[config.mk]
export PLATFORM = sky130hd
export DESIGN_NAME = sprs_cell
export DESIGN_NICKNAME = d
export VERILOG_FILES = /design/src/rtl/core/sprs_pkg.sv /design/src/rtl/core/sprs_cell.sv
export SDC_FILE = /design/constraint.sdc
export NUM_CORES = 1
export LEC_CHECK = 0
export CORE_UTILIZATION = 45
export DETAILED_ROUTE_END_ITERATION = 10
export DONT_BUFFER_PORTS = 1
export HOLD_SLACK_MARGIN = 0.06
export SYNTH_ARGS = -nofsm -noshare
export SYNTH_HDL_FRONTEND = slang
export SYNTH_SLANG_ARGS = --single-unit
[constraint.sdc]
create_clock -name clk -period 16.3 [get_ports clk]
set_input_delay 3.26 -clock clk [delete_from_list [all_inputs] [get_ports clk]]
set_output_delay 3.26 -clock clk [all_outputs]
set_load 0.005 [all_outputs]
[src/rtl/core/sprs_pkg.sv]
// shared types and constants for the spectrum phase ramp shifter
package sprs_pkg;

  // configuration register indexes
  localparam int CFG_IDX_W = 8;
  localparam logic [CFG_IDX_W-1:0] REG_PHASE  = 8'd0;
  localparam logic [CFG_IDX_W-1:0] REG_ROTATE = 8'd1;
  localparam logic [CFG_IDX_W-1:0] REG_GAIN   = 8'd2;

  // field widths
  localparam int BIN_W   = 10;
  localparam int SMP_W   = 24;
  localparam int TURN_W  = 32;
  localparam int GAIN_W  = 20;
  localparam int CRD_W   = 32;
  localparam int STEPS   = 24;

  // reset value of the reciprocal gain, unity in Q4.16
  localparam logic [GAIN_W-1:0] GAIN_ONE = 20'd65536;

  // start vector of the rotation, gain compensated, Q2.30
  localparam logic signed [CRD_W-1:0] CORDIC_K = 32'sd652032874;

  // quadrant codes from the top two angle bits
  localparam logic [1:0] QUAD_0 = 2'd0;
  localparam logic [1:0] QUAD_1 = 2'd1;
  localparam logic [1:0] QUAD_2 = 2'd2;
  localparam logic [1:0] QUAD_3 = 2'd3;

  // rotation state handed from cell to cell
  typedef struct packed {
    logic signed [CRD_W-1:0] x;
    logic signed [CRD_W-1:0] y;
    logic signed [CRD_W-1:0] z;
    logic [1:0]              quad;
    logic signed [SMP_W-1:0] re;
    logic signed [SMP_W-1:0] im;
  } rot_t;

  // round-down atan(2^-i) in units of 2^-32 turn
  function automatic logic signed [CRD_W-1:0] atan_turns(input int step);
    logic signed [CRD_W-1:0] v;
    unique case (step)
      0:  v = 32'sd536870912;
      1:  v = 32'sd316933405;
      2:  v = 32'sd167458907;
      3:  v = 32'sd85004756;
      4:  v = 32'sd42667331;
      5:  v = 32'sd21354465;
      6:  v = 32'sd10679838;
      7:  v = 32'sd5340245;
      8:  v = 32'sd2670163;
      9:  v = 32'sd1335086;
      10: v = 32'sd667544;
      11: v = 32'sd333772;
      12: v = 32'sd166886;
      13: v = 32'sd83443;
      14: v = 32'sd41721;
      15: v = 32'sd20860;
      16: v = 32'sd10430;
      17: v = 32'sd5215;
      18: v = 32'sd2607;
      19: v = 32'sd1303;
      20: v = 32'sd651;
      21: v = 32'sd325;
      22: v = 32'sd162;
      23: v = 32'sd81;
      default: v = '0;
    endcase
    return v;
  endfunction

endpackage

[src/rtl/core/sprs_cell.sv]
// one rotation step of the cordic chain
module sprs_cell #(
  parameter int STEP = 0
) (
  input  logic           clk,
  input  logic           rst_n,
  input  logic           up_valid,
  input  sprs_pkg::rot_t up_data,
  output logic           up_ready,
  output logic           dn_valid,
  output sprs_pkg::rot_t dn_data,
  input  logic           dn_ready
);

  localparam logic signed [sprs_pkg::CRD_W-1:0] ATAN = sprs_pkg::atan_turns(STEP);

  logic signed [sprs_pkg::CRD_W-1:0] dx;
  logic signed [sprs_pkg::CRD_W-1:0] dy;
  sprs_pkg::rot_t                    data_nxt;
  sprs_pkg::rot_t                    data_r;
  logic                              vld_r;

  // micro-rotation toward zero residual angle
  always_comb begin
    dx       = up_data.y >>> STEP;
    dy       = up_data.x >>> STEP;
    data_nxt = up_data;
    if (!up_data.z[sprs_pkg::CRD_W-1]) begin
      data_nxt.x = up_data.x - dx;
      data_nxt.y = up_data.y + dy;
      data_nxt.z = up_data.z - ATAN;
    end else begin
      data_nxt.x = up_data.x + dx;
      data_nxt.y = up_data.y - dy;
      data_nxt.z = up_data.z + ATAN;
    end
  end

  assign up_ready = !vld_r || dn_ready;

  always_ff @(posedge clk) begin
    if (!rst_n) begin
      vld_r <= 1'b0;
    end else if (up_ready) begin
      vld_r <= up_valid;
    end
  end

  always_ff @(posedge clk) begin
    if (up_ready) begin
      data_r <= data_nxt;
    end
  end

  assign dn_valid = vld_r;
  assign dn_data  = data_r;

endmodule

Word-level counts from Yosys, hierarchy flattened

Index checks and enable logic that the tools add are counted.

Multiplexer cells: 1
Reduce and logical (&&, ||, !) cells: 2
$add $sub $neg: 5

Operators by type and width:

| kind                     | number |
|---|---|
| $mux W96                 | 1 |
| $sub A32 B32 Y32         | 2 |
| $add A32 B31 Y32 const B | 1 |
| $add A32 B32 Y32         | 1 |
| $sub A32 B31 Y32 const B | 1 |
| $logic_not A1 Y1         | 1 |
| $logic_or A1 B1 Y1       | 1 |

Logic and storage cells: 15
Bits of input ports: 150
Output and inout port bits: 148
Bits in registers: 147

Logic depth before layout (Yosys ltp)

Gate-level depths: netlist of run 1.

Depth in word-level cells: 2
Mapped depth: 13
Depth with buffers taken out: 12

Least setup slack after synthesis of run 1

Ideal clock, no wire load.

Kind: input-to-output
Start point: in dn_ready
End point: out up_ready
Data arrival time: 6.801 ns
Path buffers: 0
Path slack: 6.239 ns
Stages: 1
Required time: 13.040 ns
Path through: nand2b_1

Cells in the longest elaborated chain, start to end: 1

RTL lines:

| element            | line            | text |
|---|---|---|
| from (decl)        | sprs_cell.sv:12 | `input logic dn_ready` |
| $logic_or A1 B1 Y1 | sprs_cell.sv:39 | `assign up_ready = !vld_r \|\| dn_ready;` |
| to (decl)          | sprs_cell.sv:9  | `output logic up_ready,` |

No other way between the ends.

Worst setup path after layout of run 1

Ends and elaborated chain as after synthesis.

==> impl_metrics.yaml, run 1 <==
outcome:
  outcome: "completed"
flow_run:
  cap_viol_max_count: 0
worst_setup_path:
  crit_path_top_delay_cell: "nand2b_4"
  endpoint: "up_ready"
  cp.arrival_ps: 3750
  rrSetupSlack_ps: 14130
  timing.critical_path.slowest_cell_delay_ps: 470
  timing.setup.critical_path_class: "in2out"
  critical_path_buf_inv_count: 0
  timing.critical_path.from_type: "primary input"
  r2r.worst_path.cells: 3
  crit_start: "dn_ready"
  worst-path-max-fanout: 41
  crit_family: "simple AND/OR/NAND/NOR gates"
  critical_path.reg2reg.endpoint: "dn_valid"
  worstPathCellList: "nand2b_4"
  worst_setup_path_end_kind: "output port"
  crit_required_ps: 13040
  crit_cells: 1
  reg2reg_from: "dn_valid"
pwr:
  power_switching_mw: 0.362
  irDropWorstVdd_mv: 0.0513
  switching_share_pct: 31.9
  p_seq_share_pct: 44.8
  p_clk_share_pct: 34.6
  fin_total_pwr_mw: 1.13
  p_leak_nw: 4.41
  power-per-cell-area_nw_per_um2: 105
  power_report.internal_total_mw: 0.773
  power.combinational.fraction_pct: 20.6
place:
  gp_routability_congestion: 0.909
  dpl-instance-area_sq_um: 10200
  buffer_ports.inserted: 0
  number_of_placed_instances_taps_included: 1233
  hpwl_um: 21800
synth:
  post-synth-top-area-fraction_pct: 43.4
  postSynthCellCount: 994
  synthesis.nets: 1242
  synth_simple_gate_area_share_pct: 10.7
  yosysSeqAreaShare_pct: 43.6
  mappedNetlistArea_sq_um: 10000
  synth_top_family_by_area: "compound AO/OA/AOI/OAI gates"
  yosys-mux-area-fraction_pct: 0.599
  synth_enable_flop_cells: 145
  synthesis.yosys.warnings: 0
  post_synth_fa_ha_maj_area_fraction_pct: 12.5
  synthTopCellsByArea: "edfxtp_1 43%, ha_1 12%, a21oi_1 4.9%"
  synthArstFlopShare_pct: 0
  synth_seq_cells: 146
  yosys_most_used_dff: "edfxtp_1"
  netlist.top_cell.by_area: "edfxtp_1"
  cell_variety_after_synth: 91
  syn_avg_cell_area_sq_um: 10.1
  synth_compound_area_share_pct: 21.6
  synth_xor_area_share_pct: 5.07
finish:
  finish.net_count: 1220
  n_fill_cell: 2002
  flow.area_growth_from_synthesis_pct: 7.68
  most-common-layout-cells: "145 x edfxtp_1, 99 x a21oi_1, 95 x inv_1"
  drive_above_1_share_pct: 7.82
  count_of_antenna_diodes_in_the_layout: 0
  final-instance-count-excl-fill: 1265
  layout_commonest_cell: "edfxtp_1"
  post-route-cell-area_sq_um: 10800
die:
  fp.coreArea_sq_um: 21800
  dieArea_sq_um: 22900
  floorplan.initialDensity_pct: 45.9
  chipWidth_um: 151
  die_y_um: 151
  std_cell_rows: 54
  design.portCount: 298
timing:
  timing_worst_slew_pin_value_ps: 877
  fin_hold_ws_ps: 1090
  drv_slew: 0
  fmaxAchievable_mhz: 143
  post-route-min-period_ps: 7010
  setup_viol: 0
  clock-skew-final_ps: 14.3
  final_hold_viol_count: 0
  maxSlewHeadroom_pct: 41.6
  totalNegativeSetupSlack_ps: 0
  unrepaired_setup_endpoints_after_global_routing: "false"
  post-route-period-util_pct: 43.0
global_route:
  first_pass_grt_wire_length_um: 40900
  first_global_vias: 7081
  gr-total-overflow: 0
  globalRouteTotalUtil_pct: 23.9
  antenna_violations_before_repair: 0
  grt_max_degree: 86
detailed_routing:
  via_per_inst: 5.89
  detailroute.via_count: 7447
  wl_um: 27900
  drcViolationCount: 0
  drt_first_pass_iters: 5
  drtAntennaViolNets: 0
  drt_iter0_markers: 560
  routedWlPerCell_um: 22.1
clock_network:
  cts_sinks: 146
  clkTransAtPathRegs_ps: 60
  cts_tree: "done"
  clock_insertion_delay_worst_skew_ps: 430
  postCtsResizedCells: 0
  cts-root-to-sink-buffers: 2
  post_cts.repair.setup_buffers: 0
  numCtsBuffers: 17
  clk_root_buffer_cell: "clkbuf_16"
  cts_hold_buffers: 0
  htree_depth: 4
worst_hold_path:
  min_path_type: "reg2reg"
-- registers in the layout (all words and copies together) (netlist names) --
| register | count |
|---|---|
| dn_valid | 1 |
| dn_data | 145 |
-- per-stage QoR --
step	util, %	setup slack (ps)
6_report	49.5	9290
5_1_grt	49.5	9250
4_1_cts	49.5	9290
3_5_place_dp	46.7	9290
3_3_place_gp	46.7	9290
2_1_floorplan	-	6240
-- layer usage --
layer | part of all wire (%) | global-route usage, % | vias to the layer above
met5 | 0 | 0 | -
met4 | 1.4 | 6.80 | 0
met3 | 7.1 | 3.95 | 29
met2 | 49 | 40.2 | 298
met1 | 42 | 31.5 | 3585
li1 | - | - | 3535
-- worst min-delay path by stage --
stage / from / to / cells past startpoint
floorplan: up_data[0] / dn_data[0] / 0
global placement: dn_valid / dn_data[58] / 1
detailed placement: dn_valid / dn_data[27] / 1
CTS: dn_valid / dn_data[10] / 1
global route: dn_valid / dn_data[27] / 1
finish: dn_valid / dn_data[49] / 1
-- final cells by class --
class	count	area, sq um	area share (%)
Sequential cell	146	4370	40.5
Clock inverter	15	186	1.73
Inverter	100	375	3.48
Clock buffer	17	425	3.94
Timing Repair Buffer	3	22.5	0.209
Tap cell	280	350	3.25
Multi-Input combinational cell	704	5060	46.9
-- cells in the mapped netlist, types with 5 or more instances --
master / count
nor2b_1: 8
a21oi_1: 99
xnor2_1: 51
o21ai_1: 8
a211o_1: 6
nand3_1: 9
o21bai_1: 20
o211ai_1: 7
nand4_1: 9
xor2_1: 7
o21ai_0: 52
edfxtp_1: 145
ha_1: 94
a31oi_1: 8
nor2_1: 86
a211oi_1: 8
a21oi_2: 5
o22ai_1: 8
clkbuf_1: 17
mux2i_1: 6
nor3_1: 19
inv_1: 95
nand2_1: 56
buf_2: 15
o21a_1: 7
a21o_1: 26
nand2b_1: 10
-- power groups by stage --
stage               logic [mW]  clock network, mW  registers (mW)
CTS                      0.232              0.402           0.511
finish                   0.234              0.392           0.508
global route             0.257              0.416           0.513
floorplan                0.182                  0           0.506
global placement         0.230                  0           0.518
detailed placement       0.230                  0           0.519
-- cell families (layout without fill, tap and decap cells) --
| logic type | after synthesis | in the layout |
|---|---|---|
| xor+xnor | 58 | 58 |
| buf+inv | 144 | 135 |
| fa+ha+maj | 98 | 98 |
| mux | 6 | 6 |
| flops | 146 | 146 |
| compound gates | 314 | 314 |
| simple gates | 228 | 228 |
Note: power is estimated with default switching activity, not from simulation.
==> run 2: changes to the inputs <==
- ABC_AREA: not set -> 1
- clock period: 16.3 -> 7.3 ns (I/O delays scaled with it)
==> run 2 against run 1 <==
Clock power up 120%. Clock skew decreased by 5.2 ps. Die area increased by 18%. Critical path depth rose by 12. Synthesized cell count up 71%. Hold slack improved by 36 ps. Count of clock-buffer cells in the layout is the same. Power is 130% higher. Sequential share of layout area down 6.0 points. Non-clock buffer count stayed put. Largest cell class unchanged. Largest power group unchanged.
==> impl_metrics.yaml, run 2 <==
outcome:
  outcome: "completed"
finish:
  flow.area_growth_from_synthesis_pct: 6.77
  finish.net_count: 1929
  ff_latch_area_sq_um: 4370
  multi_input_gate_area_in_the_final_layout_sq_um: 6010
  largest_register_ffs: 145
  utilization_pct: 48.8
  layout_commonest_cell: "nand2_1"
  n_fill_cell: 2655
  drive_above_1_share_pct: 3.36
  most-common-layout-cells: "616 x nand2_1, 331 x inv_1, 150 x nand3_1"
timing:
  drv_slew: 0
  unrepaired_setup_endpoints_after_global_routing: "false"
  setup_viol: 0
  post-route-period-util_pct: 44.2
  fin_hold_ws_ps: 1130
  totalNegativeSetupSlack_ps: 0
  fmaxAchievable_mhz: 310
  maxSlewHeadroom_pct: 36.5
  final_hold_viol_count: 0
  clock-skew-final_ps: 9.12
  timing_worst_slew_pin_value_ps: 952
  post-route-min-period_ps: 3230
detailed_routing:
  drcViolationCount: 0
  drt_iter0_markers: 847
  wl_um: 37000
  drtAntennaViolNets: 0
  via_per_inst: 5.19
  detailroute.via_count: 10562
  drt_first_pass_iters: 8
  routedWlPerCell_um: 18.2
clock_network:
  clock_insertion_delay_worst_skew_ps: 430
  postCtsResizedCells: 0
  numCtsBuffers: 17
  cts_sinks: 146
  cts-root-to-sink-buffers: 2
  clkTransAtPathRegs_ps: 80
  post_cts.repair.setup_buffers: 0
  htree_depth: 4
  clk_root_buffer_cell: "clkbuf_16"
  cts_hold_buffers: 0
  cts_tree: "done"
pwr:
  p_seq_share_pct: 42.8
  irDropWorstVdd_mv: 0.151
  power_switching_mw: 0.907
  power.combinational.fraction_pct: 24.2
  power_report.internal_total_mw: 1.69
  p_leak_nw: 6.69
  power-per-cell-area_nw_per_um2: 205
  switching_share_pct: 35.0
  p_clk_share_pct: 33.0
worst_setup_path:
  crit_start: "up_data[86]"
  reg2reg_from: "dn_valid"
  cp.arrival_ps: 3420
  r2r.worst_path.cells: 3
  crit_required_ps: 7490
  worst_setup_path_end_kind: "flip-flop"
  timing.critical_path.from_type: "primary input"
  endpoint: "dn_data[144]"
  worst-path-max-fanout: 10
  rrSetupSlack_ps: 4830
  critical_path.reg2reg.endpoint: "dn_data[84]"
  timing.setup.critical_path_class: "in2reg"
worst_hold_path:
  min_path_type: "in2reg"
global_route:
  first_pass_grt_wire_length_um: 53900
  antenna_violations_before_repair: 5
  globalRouteTotalUtil_pct: 27.1
  gr-total-overflow: 0
  grt_max_degree: 76
  first_global_vias: 9748
die:
  fp.coreArea_sq_um: 26000
  die_y_um: 164
  floorplan.initialDensity_pct: 45.7
  chipWidth_um: 164
  std_cell_rows: 59
  design.portCount: 298
  dieArea_sq_um: 27000
place:
  hpwl_um: 30600
  buffer_ports.inserted: 0
  gp_routability_congestion: 0.923
synth:
  yosys_most_used_dff: "edfxtp_1"
  synth_seq_cells: 146
  netlist.top_cell.by_area: "edfxtp_1"
  synthesis.nets: 1949
  cell_variety_after_synth: 36
  synthTopCellsByArea: "edfxtp_1 37%, nand2_1 20%, inv_1 10%"
  syn_avg_cell_area_sq_um: 6.98
  synth_enable_flop_cells: 145
  synthArstFlopShare_pct: 0
  post-synth-top-area-fraction_pct: 36.7
  synthesis.yosys.warnings: 0
  synth_most_common_cell: "nand2_1"
  yosysSeqAreaShare_pct: 36.8
  postSynthCellCount: 1701
  yosys-top-cells-count: "617 x nand2_1, 332 x inv_1, 150 x nand3_1"
  mappedNetlistArea_sq_um: 11900
flow_run:
  cap_viol_max_count: 0
-- run 2: cell types whose count changed in the layout (fill, tap and decap cells not counted), sizes merged, moves of 19 or more --
cell / before / now
xnor2: 51 / 0
a21o: 26 / 1
o21ai: 63 / 35
nand3: 9 / 150
xor2: 7 / 26
inv: 103 / 343
nand2: 57 / 625
a21oi: 105 / 70
nor2: 86 / 107
-- run 2: through the flow --
step	instances	worst slack, ps	total power, mW	area (sq um)
final	2034	4070	2.59	12700
after global routing	2034	3890	2.73	12700
after CTS	2029	4120	2.60	12700
after detailed placement	1997	3670	1.75	12100
after global placement	1997	3680	1.74	12100
after floorplan	1701	1250	1.57	11900
-- run 2: power by group through the flow --
stage / Clock (mW) / Combinational [mW] / Sequential, mW
after global routing: 0.906 / 0.706 / 1.12
after floorplan: 0 / 0.463 / 1.10
after CTS: 0.870 / 0.623 / 1.11
after global placement: 0 / 0.614 / 1.13
final: 0.856 / 0.628 / 1.11
after detailed placement: 0 / 0.621 / 1.13
-- run 2: how the worst min path moves through the flow --
stage                startpoint     endpoint  slack [ps]  cells past startpoint
floorplan            up_data[0]   dn_data[0]        1560                      0
global placement       dn_valid  dn_data[71]        1180                      2
detailed placement     dn_valid  dn_data[44]        1190                      2
CTS                 up_data[72]  dn_data[72]        1110                      0
global route        up_data[18]  dn_data[18]        1110                      0
finish              up_data[72]  dn_data[72]        1130                      0
-- run 2: layer usage --
metal | GRT usage, % | wire length (um)
met4 | 8.63 | 747
met3 | 4.22 | 2460
met2 | 46.1 | 17700
met1 | 35.0 | 16100
met5 | 0 | 0
-- run 2: worst max-delay path: stages --
cell and delay [ps]:
inv_1 20, ha_1 490, nand2_1 170, nor2_1 280
nand2_1 120, nand3_1 120, nand2_1 120, nand2_1 220
nand2_1 120, nand2_1 90, nand2_1 50, nand3_1 80
nand2_1 70
-- run 2: final cells by class --
cell class | instances | share of cell area [%]
Tap cell | 335 | 3.31
Clock buffer | 17 | 3.36
Clock inverter | 15 | 1.16
Multi-Input combinational cell | 1176 | 47.4
Inverter | 337 | 9.98
Timing Repair Buffer | 3 | 0.178
Sequential cell | 146 | 34.5
Antenna cell | 5 | 0.0987
-- run 2: cells by family after synthesis --
family	share of synthesized area (%)
and+or+nand+nor	32.1
buffers and inverters	12.6
DFF	36.8
AOI/OAI and AO/OA	5.99
adders and majority gates	10.6
xor gates and xnor gates	1.92
